<file path="config.mk">
export PLATFORM = sky130hd
export DESIGN_NAME = serialized_value_tokenizer_top
export DESIGN_NICKNAME = d
export VERILOG_FILES = /design/src/design/svt_pkg.sv /design/src/design/svt_front.sv /design/src/design/svt_queue.sv /design/src/design/serialized_value_tokenizer_top.sv
export VERILOG_INCLUDE_DIRS = /design/src /design/src/design
export SDC_FILE = /design/constraint.sdc
export NUM_CORES = 1
export LEC_CHECK = 0
export ABC_AREA = 1
export BUFFER_PORTS_ARGS = -buffer_cell sky130_fd_sc_hd__buf_2
export CAP_MARGIN = 40
export CORE_MARGIN = 1.5
export CORE_UTILIZATION = 55
export DETAILED_ROUTE_END_ITERATION = 8
export GPL_TIMING_DRIVEN = 0
export PLACE_DENSITY = 0.79
export SYNTH_ARGS = -nofsm -noshare
export SYNTH_HDL_FRONTEND = slang
export SYNTH_SLANG_ARGS = --single-unit
</file>
<file path="constraint.sdc">
create_clock -name i_clk -period 6.72 [get_ports i_clk]
set_input_delay 0.336 -clock i_clk [delete_from_list [all_inputs] [get_ports i_clk]]
set_output_delay 0.336 -clock i_clk [all_outputs]
set_load 0.05 [all_outputs]
</file>
<file path="src/design/assert_macros.svh">
// ============================================================================
// Assertion macros
// Shared concurrent assertion helpers for the tokenizer design files.
// ============================================================================
`ifndef ASSERT_MACROS_SVH
`define ASSERT_MACROS_SVH

// Implication checked on every rising clock edge outside reset.
`define ASSERT_IMPL(label, clk, rst_n, ante, cons) \
    label: assert property (@(posedge clk) disable iff (!rst_n) (ante) |-> (cons)) \
        else $error("assertion failed");

// Next-cycle implication checked outside reset.
`define ASSERT_NEXT(label, clk, rst_n, ante, cons) \
    label: assert property (@(posedge clk) disable iff (!rst_n) (ante) |=> (cons)) \
        else $error("assertion failed");

`endif

</file>
<file path="src/design/svt_pkg.sv">
// ============================================================================
// Tokenizer package
// Types and constants shared by the front parser and the token queue.
// ============================================================================
package svt_pkg;

    typedef enum logic [3:0] {
        PH_TYPE, PH_CNT_HEAD, PH_CNT_14, PH_CNT_32, PH_STR_HEAD, PH_STR_14,
        PH_STR_32, PH_STR_TEXT, PH_SCORE_HEAD, PH_SCORE_TEXT, PH_TRAILER
    } t_phase;

    typedef enum logic [2:0] {
        VT_UNKNOWN, VT_STRING, VT_LIST, VT_SET, VT_ZSET, VT_HASH
    } t_vtype;

    localparam logic [3:0] TK_TYPE       = 4'd0;
    localparam logic [3:0] TK_COUNT      = 4'd1;
    localparam logic [3:0] TK_STR_LEN    = 4'd2;
    localparam logic [3:0] TK_STR_BYTE   = 4'd3;
    localparam logic [3:0] TK_SPECIAL    = 4'd4;
    localparam logic [3:0] TK_SCORE_LEN  = 4'd5;
    localparam logic [3:0] TK_SCORE_BYTE = 4'd6;
    localparam logic [3:0] TK_VERSION    = 4'd7;
    localparam logic [3:0] TK_DONE       = 4'd8;
    localparam logic [3:0] TK_ERROR      = 4'd9;

    localparam logic [63:0] ERR_SHORT   = 64'd0;
    localparam logic [63:0] ERR_LENGTH  = 64'd1;
    localparam logic [63:0] ERR_SCORE   = 64'd2;
    localparam logic [63:0] ERR_TRAILER = 64'd3;
    localparam logic [63:0] ERR_VERSION = 64'd4;

    localparam logic [2:0] CFG_MAX_VERSION = 3'd0;
    localparam logic [2:0] CFG_CODE_STRING = 3'd1;
    localparam logic [2:0] CFG_CODE_LIST   = 3'd2;
    localparam logic [2:0] CFG_CODE_SET    = 3'd3;
    localparam logic [2:0] CFG_CODE_ZSET   = 3'd4;
    localparam logic [2:0] CFG_CODE_HASH   = 3'd5;

    localparam logic [1:0] PFX_6  = 2'b00;
    localparam logic [1:0] PFX_14 = 2'b01;
    localparam logic [1:0] PFX_32 = 2'b10;

    localparam logic [7:0] SCORE_NAN  = 8'd253;
    localparam logic [7:0] SCORE_PINF = 8'd254;
    localparam logic [7:0] SCORE_NINF = 8'd255;

    localparam logic [3:0] TRAILER_LAST = 4'd9;

    // One token as it travels from the parser to the queue.
    typedef struct packed {
        logic [3:0]  kind;
        logic [63:0] value;
        logic        last;
    } t_token;

    // Type codes and the maximum version held in the configuration registers.
    typedef struct packed {
        logic [15:0] max_version;
        logic [7:0]  code_string;
        logic [7:0]  code_list;
        logic [7:0]  code_set;
        logic [7:0]  code_zset;
        logic [7:0]  code_hash;
    } t_cfg;

endpackage

</file>
<file path="src/design/svt_front.sv">
// ============================================================================
// Tokenizer front parser
// Classifies each blob byte, advances the parse state and forms a token where one is due.
// ============================================================================
`include "assert_macros.svh"

module svt_front import svt_pkg::*; (
    input  logic        i_clk,
    input  logic        i_rst_n,
    input  logic        i_valid,
    input  logic [7:0]  i_data_byte,
    input  logic        i_blob_end,
    input  t_cfg        i_cfg,
    output logic        o_tok_valid,
    output t_token      o_tok
);

    t_phase      r_phase, n_phase;
    t_vtype      r_vtype, n_vtype;
    logic [31:0] r_elems, n_elems;
    logic        r_part, n_part;
    logic [31:0] r_text, n_text;
    logic [31:0] r_acc, n_acc;
    logic [3:0]  r_pos, n_pos;
    logic [15:0] r_ver, n_ver;
    logic [63:0] r_csum, n_csum;
    logic        r_err, n_err;

    logic        has_tok, has_err, complete, is_count;
    logic [63:0] err_code;
    logic [31:0] len_v, text_dec;
    logic        len_fire;
    logic [15:0] ver_full;

    // Parse state registers; a blob end clears everything.
    always_ff @(posedge i_clk) begin
        if (!i_rst_n) begin
            r_phase <= PH_TYPE;
            r_vtype <= VT_UNKNOWN;
            r_elems <= '0;
            r_part  <= 1'b0;
            r_text  <= '0;
            r_acc   <= '0;
            r_pos   <= '0;
            r_ver   <= '0;
            r_csum  <= '0;
            r_err   <= 1'b0;
        end else if (i_valid) begin
            r_phase <= n_phase;
            r_vtype <= n_vtype;
            r_elems <= n_elems;
            r_part  <= n_part;
            r_text  <= n_text;
            r_acc   <= n_acc;
            r_pos   <= n_pos;
            r_ver   <= n_ver;
            r_csum  <= n_csum;
            r_err   <= n_err;
        end
    end

    // Next state and token for one byte.
    always_comb begin
        n_phase  = r_phase;
        n_vtype  = r_vtype;
        n_elems  = r_elems;
        n_part   = r_part;
        n_text   = r_text;
        n_acc    = r_acc;
        n_pos    = r_pos;
        n_ver    = r_ver;
        n_csum   = r_csum;
        n_err    = r_err;
        has_tok  = 1'b0;
        has_err  = 1'b0;
        complete = 1'b0;
        err_code = ERR_SHORT;
        o_tok    = '0;
        len_v    = '0;
        len_fire = 1'b0;
        text_dec = r_text - 32'd1;
        ver_full = {i_data_byte, r_ver[7:0]};
        is_count = (r_phase == PH_CNT_HEAD) || (r_phase == PH_CNT_14)
                   || (r_phase == PH_CNT_32);

        case (r_phase)
            PH_CNT_HEAD, PH_STR_HEAD: begin
                case (i_data_byte[7:6])
                    PFX_6: begin
                        len_v    = {26'd0, i_data_byte[5:0]};
                        len_fire = 1'b1;
                    end
                    PFX_14: begin
                        n_acc   = {18'd0, i_data_byte[5:0], 8'd0};
                        n_phase = is_count ? PH_CNT_14 : PH_STR_14;
                    end
                    PFX_32: begin
                        n_acc   = '0;
                        n_pos   = '0;
                        n_phase = is_count ? PH_CNT_32 : PH_STR_32;
                    end
                    default: begin
                        has_err  = 1'b1;
                        err_code = ERR_LENGTH;
                    end
                endcase
            end
            PH_CNT_14, PH_STR_14: begin
                len_v    = r_acc | {24'd0, i_data_byte};
                len_fire = 1'b1;
            end
            PH_CNT_32, PH_STR_32: begin
                case (r_pos[1:0])
                    2'd0:    n_acc = r_acc | {24'd0, i_data_byte};
                    2'd1:    n_acc = r_acc | {16'd0, i_data_byte, 8'd0};
                    2'd2:    n_acc = r_acc | {8'd0, i_data_byte, 16'd0};
                    default: n_acc = r_acc | {i_data_byte, 24'd0};
                endcase
                if (r_pos[1:0] == 2'd3) begin
                    n_pos    = '0;
                    len_v    = n_acc;
                    len_fire = 1'b1;
                end else begin
                    n_pos = {2'b00, r_pos[1:0] + 2'd1};
                end
            end
            PH_STR_TEXT, PH_SCORE_TEXT: begin
                n_text      = text_dec;
                has_tok     = 1'b1;
                o_tok.kind  = (r_phase == PH_SCORE_TEXT) ? TK_SCORE_BYTE : TK_STR_BYTE;
                o_tok.value = {56'd0, i_data_byte};
                o_tok.last  = (text_dec == 32'd0);
                if (text_dec == 32'd0) begin
                    if (r_phase == PH_SCORE_TEXT || r_vtype == VT_LIST
                        || r_vtype == VT_SET || r_part) begin
                        // Element finished.
                        n_part  = 1'b0;
                        n_elems = r_elems - 32'd1;
                        n_phase = (r_elems == 32'd1) ? PH_TRAILER : PH_STR_HEAD;
                    end else if (r_vtype == VT_STRING) begin
                        n_phase = PH_TRAILER;
                    end else begin
                        n_part  = 1'b1;
                        n_phase = (r_vtype == VT_ZSET) ? PH_SCORE_HEAD : PH_STR_HEAD;
                    end
                    if (n_phase == PH_TRAILER) begin
                        n_pos  = '0;
                        n_ver  = '0;
                        n_csum = '0;
                    end
                end
            end
            PH_SCORE_HEAD: begin
                if (i_data_byte == 8'd0) begin
                    has_err  = 1'b1;
                    err_code = ERR_SCORE;
                end else if (i_data_byte >= SCORE_NAN) begin
                    has_tok    = 1'b1;
                    o_tok.kind = TK_SPECIAL;
                    o_tok.value = (i_data_byte == SCORE_NAN)  ? 64'd0 :
                                  (i_data_byte == SCORE_PINF) ? 64'd1 : 64'd2;
                    n_part  = 1'b0;
                    n_elems = r_elems - 32'd1;
                    if (r_elems == 32'd1) begin
                        n_phase = PH_TRAILER;
                        n_pos   = '0;
                        n_ver   = '0;
                        n_csum  = '0;
                    end else begin
                        n_phase = PH_STR_HEAD;
                    end
                end else begin
                    has_tok     = 1'b1;
                    o_tok.kind  = TK_SCORE_LEN;
                    o_tok.value = {56'd0, i_data_byte};
                    n_text      = {24'd0, i_data_byte};
                    n_phase     = PH_SCORE_TEXT;
                end
            end
            PH_TRAILER: begin
                if (r_pos == 4'd0) begin
                    n_ver = {8'd0, i_data_byte};
                end else if (r_pos == 4'd1) begin
                    n_ver       = ver_full;
                    has_tok     = 1'b1;
                    o_tok.kind  = TK_VERSION;
                    o_tok.value = {48'd0, ver_full};
                end else if (r_pos <= TRAILER_LAST) begin
                    n_csum = r_csum | ({56'd0, i_data_byte} << {r_pos[2:0] - 3'd2, 3'd0});
                end
                if (r_pos >= TRAILER_LAST) begin
                    if (!i_blob_end) begin
                        has_err  = 1'b1;
                        err_code = ERR_TRAILER;
                    end else if (r_ver > i_cfg.max_version) begin
                        has_err  = 1'b1;
                        err_code = ERR_VERSION;
                    end else begin
                        has_tok     = 1'b1;
                        complete    = 1'b1;
                        o_tok.kind  = TK_DONE;
                        o_tok.value = n_csum;
                    end
                end else begin
                    n_pos = r_pos + 4'd1;
                end
            end
            default: begin
                has_tok     = 1'b1;
                o_tok.kind  = TK_TYPE;
                o_tok.value = {56'd0, i_data_byte};
                if (i_data_byte == i_cfg.code_string)    n_vtype = VT_STRING;
                else if (i_data_byte == i_cfg.code_list) n_vtype = VT_LIST;
                else if (i_data_byte == i_cfg.code_set)  n_vtype = VT_SET;
                else if (i_data_byte == i_cfg.code_zset) n_vtype = VT_ZSET;
                else if (i_data_byte == i_cfg.code_hash) n_vtype = VT_HASH;
                else                                     n_vtype = VT_UNKNOWN;
                if (n_vtype == VT_UNKNOWN) begin
                    n_phase = PH_TRAILER;
                    n_pos   = '0;
                    n_ver   = '0;
                    n_csum  = '0;
                end else if (n_vtype == VT_STRING) begin
                    n_phase = PH_STR_HEAD;
                end else begin
                    n_phase = PH_CNT_HEAD;
                end
            end
        endcase

        // A completed length or count.
        if (len_fire) begin
            has_tok     = 1'b1;
            o_tok.value = {32'd0, len_v};
            if (is_count) begin
                o_tok.kind = TK_COUNT;
                n_elems    = len_v;
                n_part     = 1'b0;
                n_phase    = (len_v == 32'd0) ? PH_TRAILER : PH_STR_HEAD;
            end else begin
                o_tok.kind = TK_STR_LEN;
                if (len_v != 32'd0) begin
                    n_text  = len_v;
                    n_phase = PH_STR_TEXT;
                end else if (r_vtype == VT_STRING) begin
                    n_phase = PH_TRAILER;
                end else if (!r_part && (r_vtype == VT_HASH || r_vtype == VT_ZSET)) begin
                    n_part  = 1'b1;
                    n_phase = (r_vtype == VT_ZSET) ? PH_SCORE_HEAD : PH_STR_HEAD;
                end else begin
                    n_part  = 1'b0;
                    n_elems = r_elems - 32'd1;
                    n_phase = (r_elems == 32'd1) ? PH_TRAILER : PH_STR_HEAD;
                end
            end
            if (n_phase == PH_TRAILER) begin
                n_pos  = '0;
                n_ver  = '0;
                n_csum = '0;
            end
        end

        // End of blob before completion.
        if (!has_err && i_blob_end && !complete) begin
            has_err  = 1'b1;
            err_code = (n_phase == PH_TRAILER) ? ERR_TRAILER : ERR_SHORT;
        end
        if (has_err) begin
            has_tok     = 1'b1;
            o_tok.kind  = TK_ERROR;
            o_tok.value = err_code;
            o_tok.last  = 1'b0;
            n_err       = 1'b1;
        end

        // Bytes after an error are dropped.
        if (r_err) begin
            has_tok = 1'b0;
            n_phase = r_phase;
            n_vtype = r_vtype;
            n_elems = r_elems;
            n_part  = r_part;
            n_text  = r_text;
            n_acc   = r_acc;
            n_pos   = r_pos;
            n_ver   = r_ver;
            n_csum  = r_csum;
            n_err   = 1'b1;
        end
        if (i_blob_end) begin
            n_phase = PH_TYPE;
            n_vtype = VT_UNKNOWN;
            n_elems = '0;
            n_part  = 1'b0;
            n_text  = '0;
            n_acc   = '0;
            n_pos   = '0;
            n_ver   = '0;
            n_csum  = '0;
            n_err   = 1'b0;
        end
    end

    assign o_tok_valid = i_valid && has_tok;

    `ASSERT_IMPL(a_no_tok_after_err, i_clk, i_rst_n, r_err, !o_tok_valid)
    `ASSERT_NEXT(a_end_clears, i_clk, i_rst_n, i_valid && i_blob_end,
                 r_phase == PH_TYPE && !r_err)
    `ASSERT_IMPL(a_pos_range, i_clk, i_rst_n, r_phase == PH_TRAILER, r_pos <= TRAILER_LAST)

endmodule

</file>
<file path="src/design/svt_queue.sv">
// ============================================================================
// Token queue
// Small queue between the parser and the result port.
// ============================================================================
`include "assert_macros.svh"

module svt_queue import svt_pkg::*; #(
    parameter int DEPTH_LOG2 = 2
) (
    input  logic   i_clk,
    input  logic   i_rst_n,
    input  logic   i_push,
    input  t_token i_tok,
    input  logic   i_pop,
    output logic   o_full,
    output logic   o_empty,
    output t_token o_tok
);

    localparam int DEPTH = 1 << DEPTH_LOG2;

    t_token                r_mem [DEPTH];
    logic [DEPTH_LOG2-1:0] r_wr, r_rd;
    logic [DEPTH_LOG2:0]   r_cnt;
    logic                  do_pop;

    assign o_full  = (r_cnt == DEPTH_LOG2'(0) + (DEPTH_LOG2 + 1)'(DEPTH));
    assign o_empty = (r_cnt == '0);
    assign do_pop  = i_pop && !o_empty;
    assign o_tok   = r_mem[r_rd];

    // Storage write.
    always_ff @(posedge i_clk) begin
        if (i_push) begin
            r_mem[r_wr] <= i_tok;
        end
    end

    // Pointers and fill count.
    always_ff @(posedge i_clk) begin
        if (!i_rst_n) begin
            r_wr  <= '0;
            r_rd  <= '0;
            r_cnt <= '0;
        end else begin
            if (i_push) r_wr <= r_wr + 1'b1;
            if (do_pop) r_rd <= r_rd + 1'b1;
            r_cnt <= r_cnt + (DEPTH_LOG2 + 1)'(i_push) - (DEPTH_LOG2 + 1)'(do_pop);
        end
    end

    `ASSERT_IMPL(a_no_overflow, i_clk, i_rst_n, o_full, !i_push)
    `ASSERT_NEXT(a_count_pop, i_clk, i_rst_n, do_pop && !i_push, r_cnt == $past(r_cnt) - 1'b1)

endmodule

</file>
<file path="src/design/serialized_value_tokenizer_top.sv">
// ============================================================================
// Serialized value tokenizer
// Parses a serialized key-value blob into tokens, one byte per cycle while the token queue is not full.
// ============================================================================
//  Channel   | Ports                                       | Handshake
//  input     | i_data_byte, i_blob_end                     | push / full
//  result    | o_token_kind, o_token_value, o_last_of_text | empty / pop
//  config    | i_cfg_we, i_cfg_index, i_cfg_data           | write only
//
// One byte is accepted in every cycle in which the token queue is not full.
// The parser settles a byte within its cycle, so the token is written into
// the queue at the accepting edge and can be popped from the next cycle.
// The input stalls only while the queue is full, even in a cycle in which a
// token is popped.
// Reset is synchronous; it returns the configuration to its defaults and clears the parser and queue at once.
`include "assert_macros.svh"

module serialized_value_tokenizer_top import svt_pkg::*; #(
    parameter int QUEUE_DEPTH_LOG2 = 2
) (
    input  logic        i_clk,
    input  logic        i_rst_n,
    input  logic        push,
    output logic        full,
    input  logic [7:0]  i_data_byte,
    input  logic        i_blob_end,
    output logic        empty,
    input  logic        pop,
    output logic [3:0]  o_token_kind,
    output logic [63:0] o_token_value,
    output logic        o_last_of_text,
    input  logic        i_cfg_we,
    input  logic [2:0]  i_cfg_index,
    input  logic [15:0] i_cfg_data
);

    t_cfg   r_cfg;
    logic   accept, tok_valid;
    t_token tok, q_tok;

    assign accept = push && !full;

    // Configuration registers.
    always_ff @(posedge i_clk) begin
        if (!i_rst_n) begin
            r_cfg.max_version <= 16'd6;
            r_cfg.code_string <= 8'd0;
            r_cfg.code_list   <= 8'd1;
            r_cfg.code_set    <= 8'd2;
            r_cfg.code_zset   <= 8'd3;
            r_cfg.code_hash   <= 8'd4;
        end else if (i_cfg_we) begin
            case (i_cfg_index)
                CFG_MAX_VERSION: r_cfg.max_version <= i_cfg_data;
                CFG_CODE_STRING: r_cfg.code_string <= i_cfg_data[7:0];
                CFG_CODE_LIST:   r_cfg.code_list   <= i_cfg_data[7:0];
                CFG_CODE_SET:    r_cfg.code_set    <= i_cfg_data[7:0];
                CFG_CODE_ZSET:   r_cfg.code_zset   <= i_cfg_data[7:0];
                CFG_CODE_HASH:   r_cfg.code_hash   <= i_cfg_data[7:0];
                default: ;
            endcase
        end
    end

    // Front parser.
    svt_front u_front (
        .i_clk       (i_clk),
        .i_rst_n     (i_rst_n),
        .i_valid     (accept),
        .i_data_byte (i_data_byte),
        .i_blob_end  (i_blob_end),
        .i_cfg       (r_cfg),
        .o_tok_valid (tok_valid),
        .o_tok       (tok)
    );

    // Token queue towards the result port.
    svt_queue #(.DEPTH_LOG2(QUEUE_DEPTH_LOG2)) u_queue (
        .i_clk   (i_clk),
        .i_rst_n (i_rst_n),
        .i_push  (tok_valid),
        .i_tok   (tok),
        .i_pop   (pop),
        .o_full  (full),
        .o_empty (empty),
        .o_tok   (q_tok)
    );

    assign o_token_kind   = q_tok.kind;
    assign o_token_value  = q_tok.value;
    assign o_last_of_text = q_tok.last;

    `ASSERT_IMPL(a_kind_range, i_clk, i_rst_n, !empty, o_token_kind <= TK_ERROR)
    `ASSERT_IMPL(a_last_text, i_clk, i_rst_n, !empty && o_last_of_text,
                 o_token_kind == TK_STR_BYTE || o_token_kind == TK_SCORE_BYTE)

endmodule
</file>
==> impl_metrics.ini <==
[status]
run_status = complete, no violations

[critical_path]
crit_slowest_cell = nor2_4
critical_path_peak_fanout = 26
cpPeakStageDelay_ns = 0.81
cp_dominant_cell_by_count = nor2_1
crit_arrival_ns = 5.59
worst_setup_path_start_kind = flop
reg2reg_setup_slack_ns = 1.44
path_delay_family = simple AND/OR/NAND/NOR gates
critPathRequiredTime_ns = 7.03
crit_path_cell_trace = clkinv_1 -> ha_1 -> a21oi_1 -> inv_1 -> o21ai_0 -> inv_1 -> nor2_1 -> inv_2 -> nor2_1 -> nand2_1 -> clkinv_1 -> nor2_1 -> nand4_1 -> nand2_1 -> nor2_4 -> buf_12
cp.buffers_inverters = 6
timing_worst_setup_path_type = reg2reg
critPathCaptureType = flop

[grt]
grt_max_usage_layer = met2
grt.met3_usage_pct = 9.58
total_global_routing_track_utilization_pct = 36.4
global_route.usage.met2_pct = 53.6
via_count_of_the_first_global_routing_pass = 28200
gr-usage-met1_pct = 49.6
grt_first_pass_wirelength_mm = 161
antenna_found_initial = 3
grt_start_max_net_pins = 28
grt-ovfl-total = 0

[clock_tree]
cts.clk_slew.worst_paths_ns = 0.07
root_buffer = clkbuf_16
post-cts-setup-buffer-count = 0
cts_tree = built
clk-insertion-delay-late_ns = 0.67
clock_path_buffers = 3
h_tree_lvls = 2
cts_inserted_buffers = 56
tritoncts_num_sinks = 530

[yosys]
synth-async-reset-ratio_pct = 0
synth-edff-count = 276
synthDominantCellAreaShare_pct = 26.9
yosysTopAreaCell = edfxtp_1
syn-cell-area_um2 = 30800
ys_types = 57
postSynthAreaPerCell_um2 = 7.21
synth_ff_type = edfxtp_1
ys_ff_latch = 530
ys_warn_count = 0
synth_top_cells_by_area = edfxtp_1, dfxtp_1, nand2_1
synth_nets = 4345
synth_sequential_area_ratio_pct = 43.4
synth_cells = 4276

[detailed_routing]
wl_final_mm = 107
drt-vias-per-instance = 6.06
drtIter0Drc = 4539
vias = 31900
drtPass1Iterations = 7
remaining_drc_errors = 0
routedWlPerCell_um = 20.4
postRouteAntennaNets = 0

[timing]
slew_headroom_pct = 26.3
share_of_the_clock_period_used_by_the_worst_path_pct = 78.5
achievable-frequency_mhz = 189
finalWorstPathRequiredPeriod_ns = 5.28
finalClockSkew_ns = 0.0536
final-hold-violation-count = 0
finalSetupViolations = 0
worst_slew_pin_slew_ns = 1.10
grt_setup_unrepaired = false
finalHoldWorstSlack_ns = 0.0255
setup_tns_ns = 0
finalMaxSlewViolations = 0
final_critical_path_setup_slack_ns = 1.44

[die]
chipHeight_um = 240
floorplan.rows = 86
initial_utilization_pct = 55.8
coreArea_um2 = 55200
fp.dieW_um = 240
fp.dieArea_um2 = 57500
pin_count = 104

[placement]
detail_placement_hpwl_mm = 76.9
portBuffers = 99
placement.setup.worst_slack_ns = 1.77
globalplace.congestion = 1.06

[power]
power_per_standard_cell_area_nw_per_um2 = 393
sw_frac_of_total_pct = 46.1
pwr-share-comb_pct = 47.1
p_seq_share_pct = 29.3
static-leakage-power_nw = 13.4
vdd.ir_drop.worst_uv = 301
clockPowerShare_pct = 23.6
cellInternalPower_mw = 7.34
power.net_switching_mw = 6.28

[layout]
finish.net_count = 4531
share_of_layout_cells_above_drive_strength_1_pct = 7.92
syn_to_final_growth_pct = 12.3
final.fill_count = 4943

[min_path]
hold_path.class = in2reg

[job]
max_cap_violations = 0
## per-stage QoR
step	total power [mW]	util [%]	cell area [µm²]	std cells
after global routing	14.3	62.7	34600	5258
after floorplan	8.47	-	30800	4276
final	13.6	62.7	34600	5260
after detailed placement	10.2	59.1	32600	5146
after global placement	10.1	58.4	32300	5123
after CTS	13.4	62.7	34600	5257
## power groups by stage
stage	combinational (mW)	clock, mW	sequential (mW)
after global placement	6.01	0	4.09
after CTS	6.20	3.21	3.98
after global routing	6.89	3.34	4.02
after detailed placement	6.17	0	4.05
final	6.42	3.21	3.99
after floorplan	4.45	0	4.02
## sequential cells by signal, summed over array words and instances (netlist names), named ones only
signal	count
u_front.r_acc	32
u_front.r_ver	16
u_queue.r_cnt	3
u_queue.r_mem	276
u_queue.r_wr	2
u_front.r_part	1
u_front.r_text	32
u_front.r_pos	4
u_front.r_vtype	3
u_front.r_elems	32
u_front.r_err	1
u_front.r_phase	4
u_front.r_csum	64
u_queue.r_rd	2
r_cfg	56
## cell type report
type / instances / area [µm²] / area share (%)
Timing Repair Buffer: 128 / 915 / 2.64
Clock inverter: 36 / 415 / 1.20
Multi-Input combinational cell: 3127 / 15000 / 43.2
Sequential cell: 530 / 13400 / 38.6
Clock buffer: 70 / 1490 / 4.31
Buffer: 253 / 1150 / 3.32
Tap cell: 748 / 936 / 2.70
Inverter: 366 / 1380 / 3.98
Antenna cell: 2 / 5.00 / 0.0145
## layer usage
metal / vias up / wire length, µm
li1: 14700 / -
met4: 2 / 5940
met5: - / 14
met1: 14600 / 41900
met3: 426 / 14200
met2: 2126 / 45000
## what timing repair did
item	in CTS	in global routing
gates resized for setup	0	0
hold buffers	5	0
endpoints found under the hold margin	5	0
## final timing paths
path	from	end	cells after the start
worst max-delay path	u_front.r_pos[1]$_SDFFE_PN0P_	u_queue.r_mem[1][35]$_DFFE_PP_	16
worst min register to register	u_front.r_acc[21]$_SDFFE_PN0P_	u_front.r_acc[21]$_SDFFE_PN0P_	2
worst max register to register	u_front.r_pos[1]$_SDFFE_PN0P_	u_queue.r_mem[1][35]$_DFFE_PP_	16
worst min-delay path	i_cfg_data[15]	r_cfg[55]$_SDFFE_PN0P_	3
## Yosys cell counts, types with 23 or more instances
master / number
nand2_1: 995
xor2_1: 41
a21oi_1: 465
nand4_1: 38
ha_1: 35
buf_2: 39
nor2_1: 646
o21bai_1: 39
clkbuf_1: 180
o22ai_1: 78
inv_1: 331
o21ai_0: 339
dfxtp_1: 254
edfxtp_1: 276
o221ai_1: 23
nor3_1: 52
nand3_1: 155
o211ai_1: 58
## placed cells by master (no fill, tap or decap), types with 7 or more instances in the layout
master / instances
nand2_1: 995
nor2_1: 642
a21oi_1: 465
o21ai_0: 339
inv_1: 331
edfxtp_1: 276
dfxtp_1: 254
clkbuf_1: 190
nand3_1: 155
buf_2: 143
o22ai_1: 78
o211ai_1: 58
clkbuf_16: 56
nor3_1: 52
xor2_1: 41
o21bai_1: 39
nand4_1: 38
ha_1: 35
o221ai_1: 23
a31oi_1: 22
inv_2: 22
buf_6: 21
xnor2_1: 21
nor2_2: 16
clkinv_1: 14
clkinv_2: 13
buf_4: 11
o21ai_1: 11
nor2_4: 11
nand2_2: 10
buf_1: 9
o21a_1: 7
## worst register-to-register path, stage by stage, from the launching register on
cell and delay, ns:
dfxtp_1 0.55, clkinv_1 0.35, ha_1 0.32, a21oi_1 0.26, inv_1 0.06, o21ai_0 0.23, inv_1 0.15, nor2_1 0.31
inv_2 0.13, nor2_1 0.11, nand2_1 0.40, clkinv_1 0.42, nor2_1 0.09, nand4_1 0.14, nand2_1 0.31, nor2_4 0.81
buf_12 0.29
## cells by family after synthesis
kind of cell | count (synthesis) | share of synthesized area, %
AND/OR/NAND/NOR | 1950 | 25.7
AO/OA/AOI/OAI | 1079 | 19.4
buffers and inverters | 619 | 8.19
flip-flops | 530 | 43.4
XOR/XNOR | 62 | 1.76
adder cells (fa/ha/maj) | 36 | 1.49
Power figures use the tool's default switching activity.
